## src/dwt_pkg.sv

```systemverilog
// ----------------------------------------------------------------------------
// dwt_pkg: shared constants of the distance window trend detector
// Holds the default sizes of the sample window and the trend test threshold.
// ----------------------------------------------------------------------------
`timescale 1ns / 1ps
`default_nettype none

package dwt_pkg;

    localparam int DEFAULT_WINDOW_DEPTH = 10;
    localparam int DEFAULT_SAMPLE_BITS  = 16;
    localparam int DEFAULT_COUNT_BITS   = $clog2(DEFAULT_WINDOW_DEPTH + 1);

    // The trend test needs more than this many entries in the window.
    localparam int TREND_MIN_COUNT = 2;

    typedef enum logic {
        ACT_SAMPLE = 1'b0,
        ACT_READ   = 1'b1
    } t_action;

endpackage

`default_nettype wire

```

## src/dwt_if.sv

```systemverilog
// ----------------------------------------------------------------------------
// dwt_if: transaction channels of the distance window trend detector
// The item channel carries a sample or a host read; the result channel
// carries the latest distance, the flags and the window fill count.
// ----------------------------------------------------------------------------
`timescale 1ns / 1ps
`default_nettype none

interface dwt_item_if #(
    parameter int SAMPLE_BITS = dwt_pkg::DEFAULT_SAMPLE_BITS
);
    logic                   valid;
    logic                   ready;
    logic                   action;
    logic [SAMPLE_BITS-1:0] sample_mm;

    modport source (output valid, output action, output sample_mm, input ready);
    modport sink   (input valid, input action, input sample_mm, output ready);
endinterface

interface dwt_result_if #(
    parameter int SAMPLE_BITS = dwt_pkg::DEFAULT_SAMPLE_BITS,
    parameter int COUNT_BITS  = dwt_pkg::DEFAULT_COUNT_BITS
);
    logic                        valid;
    logic                        ready;
    logic signed [SAMPLE_BITS:0] latest_mm;
    logic                        accepted;
    logic                        new_meas;
    logic                        not_decreasing;
    logic [COUNT_BITS-1:0]       fill_count;

    modport source (output valid, output latest_mm, output accepted, output new_meas,
                    output not_decreasing, output fill_count, input ready);
    modport sink   (input valid, input latest_mm, input accepted, input new_meas,
                    input not_decreasing, input fill_count, output ready);
endinterface

`default_nettype wire

```

## src/dwt_core.sv

```systemverilog
// ----------------------------------------------------------------------------
// dwt_core: sample window, running sum and trend test
// Keeps the accepted samples in a shift line with the newest at the head,
// maintains the running sum and the fresh flag, and presents the result
// fields of the current transaction as seen after its state update.
// ----------------------------------------------------------------------------
`timescale 1ns / 1ps
`default_nettype none

module dwt_core #(
    parameter int WINDOW_DEPTH = dwt_pkg::DEFAULT_WINDOW_DEPTH,
    parameter int SAMPLE_BITS  = dwt_pkg::DEFAULT_SAMPLE_BITS,
    parameter int COUNT_BITS   = $clog2(WINDOW_DEPTH + 1)
) (
    input  wire logic                        i_clk,
    input  wire logic                        i_rst_n,
    input  wire logic                        i_step,
    input  wire logic                        i_action,
    input  wire logic [SAMPLE_BITS-1:0]      i_sample,
    output logic signed [SAMPLE_BITS:0]      o_latest,
    output logic                             o_accepted,
    output logic                             o_fresh,
    output logic                             o_rising,
    output logic [COUNT_BITS-1:0]            o_count
);

    localparam int SUM_BITS = SAMPLE_BITS + COUNT_BITS;

    logic [SAMPLE_BITS-1:0] r_store [WINDOW_DEPTH];
    logic [COUNT_BITS-1:0]  r_count;
    logic [SUM_BITS-1:0]    r_sum;
    logic                   r_fresh;

    logic                   full;
    logic                   take;
    logic [COUNT_BITS-1:0]  n_count;
    logic [SUM_BITS-1:0]    n_sum;
    logic [SAMPLE_BITS-1:0] n_newest;
    logic                   n_fresh;
    logic [SUM_BITS-1:0]    leaving;
    logic [SUM_BITS-1:0]    product;

    always_comb begin
        full    = (r_count == COUNT_BITS'(WINDOW_DEPTH));
        take    = i_step && (i_action == dwt_pkg::ACT_SAMPLE)
                  && ((r_count == '0) || (i_sample != r_store[0]));
        leaving = full ? SUM_BITS'(r_store[WINDOW_DEPTH-1]) : '0;

        n_count  = r_count;
        n_sum    = r_sum;
        n_newest = r_store[0];
        n_fresh  = r_fresh;
        if (take) begin
            n_newest = i_sample;
            n_sum    = r_sum - leaving + SUM_BITS'(i_sample);
            n_fresh  = 1'b1;
            if (!full) begin
                n_count = r_count + 1'b1;
            end
        end else if (i_step && (i_action == dwt_pkg::ACT_READ)) begin
            n_fresh = 1'b0;
        end

        product    = SUM_BITS'(n_newest) * SUM_BITS'(n_count);
        o_latest   = (n_count == '0) ? '1 : $signed({1'b0, n_newest});
        o_accepted = take;
        o_fresh    = n_fresh;
        o_rising   = (n_count > COUNT_BITS'(dwt_pkg::TREND_MIN_COUNT)) && (product >= n_sum);
        o_count    = n_count;
    end

    always_ff @(posedge i_clk) begin
        if (!i_rst_n) begin
            r_count <= '0;
            r_sum   <= '0;
            r_fresh <= 1'b0;
        end else begin
            r_count <= n_count;
            r_sum   <= n_sum;
            r_fresh <= n_fresh;
        end
    end

    always_ff @(posedge i_clk) begin
        if (take) begin
            r_store[0] <= i_sample;
            for (int i = 1; i < WINDOW_DEPTH; i++) begin
                r_store[i] <= r_store[i-1];
            end
        end
    end

endmodule

`default_nettype wire

```

## src/distance_window_trend_top.sv

```systemverilog
// ----------------------------------------------------------------------------
// distance_window_trend_top: moving-average trend detector over distances
// Each transaction on the item channel is a distance sample or a host read,
// and gives exactly one result transaction. The block accepts a new item in
// every cycle while the result side keeps taking results; an accepted item
// passes through the input register and then the result register before
// its result appears. The window is a shift line of accepted samples with a
// running sum, so the trend test is one multiply by the fill count and one
// compare, done combinationally between the two registers.
// ----------------------------------------------------------------------------
`timescale 1ns / 1ps
`default_nettype none

module distance_window_trend_top #(
    parameter int WINDOW_DEPTH = dwt_pkg::DEFAULT_WINDOW_DEPTH,
    parameter int SAMPLE_BITS  = dwt_pkg::DEFAULT_SAMPLE_BITS,
    parameter int COUNT_BITS   = $clog2(WINDOW_DEPTH + 1)
) (
    input  wire logic    i_clk,
    input  wire logic    i_rst_n,
    dwt_item_if.sink     i_item,
    dwt_result_if.source o_result
);

    logic                        r_in_valid;
    logic                        r_in_action;
    logic [SAMPLE_BITS-1:0]      r_in_sample;

    logic                        r_out_valid;
    logic signed [SAMPLE_BITS:0] r_out_latest;
    logic                        r_out_accepted;
    logic                        r_out_fresh;
    logic                        r_out_rising;
    logic [COUNT_BITS-1:0]       r_out_count;

    logic                        advance;
    logic                        in_ready;
    logic signed [SAMPLE_BITS:0] core_latest;
    logic                        core_accepted;
    logic                        core_fresh;
    logic                        core_rising;
    logic [COUNT_BITS-1:0]       core_count;

    assign advance  = r_in_valid && (!r_out_valid || o_result.ready);
    assign in_ready = !r_in_valid || advance;

    assign i_item.ready            = in_ready;
    assign o_result.valid          = r_out_valid;
    assign o_result.latest_mm      = r_out_latest;
    assign o_result.accepted       = r_out_accepted;
    assign o_result.new_meas       = r_out_fresh;
    assign o_result.not_decreasing = r_out_rising;
    assign o_result.fill_count     = r_out_count;

    dwt_core #(
        .WINDOW_DEPTH (WINDOW_DEPTH),
        .SAMPLE_BITS  (SAMPLE_BITS),
        .COUNT_BITS   (COUNT_BITS)
    ) u_core (
        .i_clk      (i_clk),
        .i_rst_n    (i_rst_n),
        .i_step     (advance),
        .i_action   (r_in_action),
        .i_sample   (r_in_sample),
        .o_latest   (core_latest),
        .o_accepted (core_accepted),
        .o_fresh    (core_fresh),
        .o_rising   (core_rising),
        .o_count    (core_count)
    );

    always_ff @(posedge i_clk) begin
        if (!i_rst_n) begin
            r_in_valid  <= 1'b0;
            r_out_valid <= 1'b0;
        end else begin
            if (i_item.valid && in_ready) begin
                r_in_valid <= 1'b1;
            end else if (advance) begin
                r_in_valid <= 1'b0;
            end
            if (advance) begin
                r_out_valid <= 1'b1;
            end else if (o_result.ready) begin
                r_out_valid <= 1'b0;
            end
        end
    end

    always_ff @(posedge i_clk) begin
        if (i_item.valid && in_ready) begin
            r_in_action <= i_item.action;
            r_in_sample <= i_item.sample_mm;
        end
        if (advance) begin
            r_out_latest   <= core_latest;
            r_out_accepted <= core_accepted;
            r_out_fresh    <= core_fresh;
            r_out_rising   <= core_rising;
            r_out_count    <= core_count;
        end
    end

endmodule

`default_nettype wire
```

## src/flat_wrapper.sv

```systemverilog
// flat-port wrapper written by rule: the top's interface ports become plain ports
module distance_window_trend_top_flat 
#(
    parameter int WINDOW_DEPTH = dwt_pkg::DEFAULT_WINDOW_DEPTH,
    parameter int SAMPLE_BITS  = dwt_pkg::DEFAULT_SAMPLE_BITS,
    parameter int COUNT_BITS   = $clog2(WINDOW_DEPTH + 1)
)
  (i_clk, i_rst_n, i_item_valid, i_item_action, i_item_sample_mm, i_item_ready, o_result_valid, o_result_latest_mm, o_result_accepted, o_result_new_meas, o_result_not_decreasing, o_result_fill_count, o_result_ready);
  dwt_item_if #(.SAMPLE_BITS(SAMPLE_BITS)) i_item_i ();
  dwt_result_if #(.SAMPLE_BITS(SAMPLE_BITS), .COUNT_BITS(COUNT_BITS)) o_result_i ();
  input  wire logic i_clk;
  input  wire logic i_rst_n;
  input wire logic [$bits(i_item_i.valid)-1:0] i_item_valid;
  input wire logic [$bits(i_item_i.action)-1:0] i_item_action;
  input wire logic [$bits(i_item_i.sample_mm)-1:0] i_item_sample_mm;
  output wire logic [$bits(i_item_i.ready)-1:0] i_item_ready;
  output wire logic [$bits(o_result_i.valid)-1:0] o_result_valid;
  output wire logic [$bits(o_result_i.latest_mm)-1:0] o_result_latest_mm;
  output wire logic [$bits(o_result_i.accepted)-1:0] o_result_accepted;
  output wire logic [$bits(o_result_i.new_meas)-1:0] o_result_new_meas;
  output wire logic [$bits(o_result_i.not_decreasing)-1:0] o_result_not_decreasing;
  output wire logic [$bits(o_result_i.fill_count)-1:0] o_result_fill_count;
  input wire logic [$bits(o_result_i.ready)-1:0] o_result_ready;
  assign i_item_i.valid = i_item_valid;
  assign i_item_i.action = i_item_action;
  assign i_item_i.sample_mm = i_item_sample_mm;
  assign i_item_ready = i_item_i.ready;
  assign o_result_valid = o_result_i.valid;
  assign o_result_latest_mm = o_result_i.latest_mm;
  assign o_result_accepted = o_result_i.accepted;
  assign o_result_new_meas = o_result_i.new_meas;
  assign o_result_not_decreasing = o_result_i.not_decreasing;
  assign o_result_fill_count = o_result_i.fill_count;
  assign o_result_i.ready = o_result_ready;
  distance_window_trend_top #(.WINDOW_DEPTH(WINDOW_DEPTH), .SAMPLE_BITS(SAMPLE_BITS), .COUNT_BITS(COUNT_BITS)) u_core (.i_clk(i_clk), .i_rst_n(i_rst_n), .i_item(i_item_i), .o_result(o_result_i));
endmodule
```

## config.mk

```make
export PLATFORM = sky130hd
export DESIGN_NAME = distance_window_trend_top_flat
export DESIGN_NICKNAME = d
export VERILOG_FILES = /design/src/dwt_pkg.sv /design/src/dwt_if.sv /design/src/dwt_core.sv /design/src/distance_window_trend_top.sv /design/src/flat_wrapper.sv
export SDC_FILE = /design/constraint.sdc
export NUM_CORES = 1
export LEC_CHECK = 0
export BUFFER_PORTS_ARGS = -buffer_cell sky130_fd_sc_hd__buf_4
export CORE_MARGIN = 4
export CORE_UTILIZATION = 46
export CTS_BUF_LIST = sky130_fd_sc_hd__clkbuf_4 sky130_fd_sc_hd__clkbuf_8
export DETAILED_ROUTE_END_ITERATION = 16
export GPL_ROUTABILITY_DRIVEN = 0
export SLEW_MARGIN = 30
export SYNTH_ARGS = -nofsm -noshare
export SYNTH_HDL_FRONTEND = slang
export SYNTH_SLANG_ARGS = --single-unit
```

## constraint.sdc

```tcl
create_clock -name i_clk -period 15.2 [get_ports i_clk]
set_input_delay 3.8 -clock i_clk [delete_from_list [all_inputs] [get_ports i_clk]]
set_output_delay 3.8 -clock i_clk [all_outputs]
set_load 0.01 [all_outputs]
```

==> results.md <==
- Status: finished clean
- Slew headroom: 39.06%
- Hold Slack: 411.8 ps
- Leakage power: 5.398 nW
- Via count of the first global-routing pass: around 7,000
- Number of max-cap violations: 0
- Share of synthesized area occupied by flip-flops and latches: 55.80%
- Maximum vdd ir drop: 0.08313 mV
- Layout filler cell count: 2,165
- Core outline area: 0.02446 mm^2
- Layout overhead on the synthesized area: 13.12%
- Mean number of vias per cell: 5.051
- Root cell of the clock tree: sky130_fd_sc_hd__clkbuf_8
- Mapped Cells: 958
- Top cell types by occurrence after synthesis: sky130_fd_sc_hd__edfxtp_1 (185), sky130_fd_sc_hd__inv_1 (153), sky130_fd_sc_hd__nor2_1 (97)
- Detailed-route via count: 7,016
- Clock tree from TritonCTS: built
- Final min period: 10,240 ps
- Total Power Consumption: between 1.5 and 2 mW
- Class of the tightest hold or removal check: register to register
- Count of flip-flops with a built-in enable after synthesis: roughly 190
- Die H: 166.1 um
- GRT overflow: 0
- Fin crit share: 67.36%
- Count of distinct cell types in the synthesized netlist: 65
- Fraction of synthesized cell area taken by the top area cell type: 48.31%
- Crit path DAT: 10,500 ps
- Top Family by Delay on Critical Path: compound AO/OA/AOI/OAI gates
- Starting Density: a little under half
- Wire length of the first global-routing pass: 38,360 um
- Sum of routed wire length over all layers: 23,550 um
- Global-route usage over all layers: 17.35%
- RSZ-0062 raised after global routing: no
- Clock transition time at the flip-flop clock pins of the worst setup and hold paths: 70 ps
- Antenna diode instance count: 0
- Cell type with the highest occurrence count on the critical path: sky130_fd_sc_hd__a21o_1
- Setup clock skew after layout: 33.69 ps
- Die ar.: 0.02759 mm^2
- Number of sinks on the clock net: ~230
- Maximum number of pins on one net before global-route repair: 71
- Crit Path Class: input port to register
- Cts repair resizes: 0
- Highest clock frequency the design can meet: about 0.098 GHz
- Nets in the synthesized netlist: approximately 1,100
- Die X-Extent: 166.1 um
- Number of iterations in the first detailed-routing pass: 4
- Setup Buffers After CTS: 0
- Layout cells sized above 1: 12.86%
- Critical path launch point type: input port
- Count of hold buffers inserted by post-cts repair: 0
- Buf+Inv Stages, Crit Path: 5
- Number of I/O pins: 47
- Number of synthesized register bits: about 230
- Clock Path Buffers: 3
- Final ANT Viol Nets: 0
- Fin cells: 1,389
- Total standard cell area after synthesis: 0.01150 mm^2
- Largest stage delay on the critical path: 800 ps
- Largest area contributor in the netlist: sky130_fd_sc_hd__edfxtp_1
- Actual transition at the worst max-transition pin: about 900 ps
- Accumulated negative setup slack: 0 ps
- Main flop type after synthesis: sky130_fd_sc_hd__edfxtp_1
- Worst-path fanout max: 70
- Number of antenna violations at the first check in global routing: 0
- PwrDens: between 100 and 150 mW/mm^2
- Final Hold Vio Count: 0
- Worst-skew pair later-pin latency: 540 ps
- Number of DRC violations after detailed routing: 0
- Instance count after placement with tap cells included: 1,319
- HPWL after detailed placement: 16,690 um
- Initial DRC Count: between 400 and 500
- Final layout net count: 1,167
- Async set or reset register ratio after synthesis: 0%
- Post-Syn Area per Cell: 12.00 um^2
- Final routed wire length divided by cell count: about 17 um
- Most common cell in the synthesized netlist: sky130_fd_sc_hd__edfxtp_1
- Share of the core filled with cells: between 50% and 60%
- Type of element capturing the critical path: register
- Number of warnings reported in the yosys synthesis log: 0
- Largest cells by area after synthesis: sky130_fd_sc_hd__edfxtp_1 (48%), sky130_fd_sc_hd__fa_1 (7.7%), sky130_fd_sc_hd__dfxtp_1 (7.5%), sky130_fd_sc_hd__ha_1 (7.3%), sky130_fd_sc_hd__inv_1 (5.0%)
- Port-buffer cells: between 40 and 50
- Required time of the critical path: 15,460 ps
- Maximum level of the CTS H-tree: 2
- Number of standard-cell rows in the floorplan: 57
- Number of setup violations in the final report: 0
- Final Max Slew Viols: 0
- Slowest library cell on the worst path: sky130_fd_sc_hd__buf_4
- TritonCTS buffer count: 38
## registers in the layout, indices dropped and copies added (netlist names)
| signal | flops |
|---|---|
| u_core.o_result.new_meas | 1 |
| u_core.r_in_valid | 1 |
| u_core.o_result.accepted | 1 |
| u_core.r_in_action | 1 |
| u_core.u_core.r_sum | 20 |
| u_core.o_result.fill_count | 4 |
| u_core.r_in_sample | 16 |
| u_core.u_core.r_store | 160 |
| u_core.u_core.r_count | 4 |
| u_core.u_core.r_fresh | 1 |
| u_core.o_result.valid | 1 |
| u_core.o_result.latest_mm | 17 |
| u_core.o_result.not_decreasing | 1 |
## per-layer routing
metal | vias to the layer above | routed length (um) | track usage, %
met1 | 3377 | 11860 | 26.39
li1 | 3430 | - | -
met3 | 49 | 1251 | 3.642
met5 | - | 0 | 0
met4 | 0 | 708 | 5.739
met2 | 160 | 9728 | 24.84
## logic make-up (layout without fill, tap and decap cells)
logic type / count (synthesis) / count (layout) / share of synthesized area (%)
muxes: 14 / 14 / 1.404
xor gates and xnor gates: 46 / 46 / 3.569
buffers and inverters: 174 / 281 / 5.963
AOI/OAI and AO/OA: 142 / 142 / 8.662
DFF: 228 / 228 / 55.80
adders and majority gates: 111 / 111 / 14.95
and+or+nand+nor: 243 / 243 / 9.652
## report_power, final
| group | switching (mW) | internal (mW) | leakage (nW) |
|---|---|---|---|
| registers | 0.0211 | 0.709 | 2.05 |
| logic | 0.132 | 0.0840 | 2.94 |
| clock network | 0.244 | 0.317 | 0.410 |
## final timing paths
| check | start | end | slack (ps) | cells past startpoint |
|---|---|---|---|---|
| setup / recovery | o_result_ready | u_core.o_result.not_decreasing | 4960 | 26 |
| hold reg to reg | u_core.u_core.r_store[4][9] | u_core.u_core.r_store[5][9] | 410 | 0 |
| hold / removal | u_core.u_core.r_store[4][9] | u_core.u_core.r_store[5][9] | 410 | 0 |
| setup reg to reg | u_core.r_in_sample[7] | u_core.o_result.not_decreasing | 7540 | 25 |
## metrics by stage
stage	cell area, um^2	worst slack, ps
finish	13010	4961
global route	13010	4336
CTS	13010	4879
detailed placement	12220	4304
global placement	12220	4625
floorplan	11500	5753
## placed cells by master (no fill, tap or decap), drive strengths merged, types with 5 or more instances in the layout
master and count:
nor3 11, buf 54, a21oi 33, mux2i 13, clkinv 14, xnor2 22
nor2b 5, a21o 20, ha 67, nand3 5, o21ai 18, xor2 24
fa 44, nand4 5, clkbuf 50, o21a 9, nand2 76, o211ai 10
nor2 97, and2 20, inv 158, a31oi 5, edfxtp 185, a21boi 13
dfxtp 43
## final cells by class
class / count / area (um^2) / share of cell area, %
Clock buffer: 50 / 613.1 / 4.713
Clock inverter: 20 / 176.4 / 1.356
Inverter: 157 / 594.3 / 4.569
Multi-Input combinational cell: 556 / 4397 / 33.80
Sequential cell: 228 / 6416 / 49.33
Tap cell: 324 / 405.4 / 3.117
Timing Repair Buffer: 54 / 405.4 / 3.117
## worst reg2reg max path: cells and delay by family, from the launching register on
kind                       cells  cell delay (ps)
xor gates and xnor gates       1              210
buffers and inverters          4              810
adders and majority gates      4             1760
DFF                            1              540
and+or+nand+nor                3              860
AOI/OAI and AO/OA             13             3240
Power figures use the tool's default switching activity.
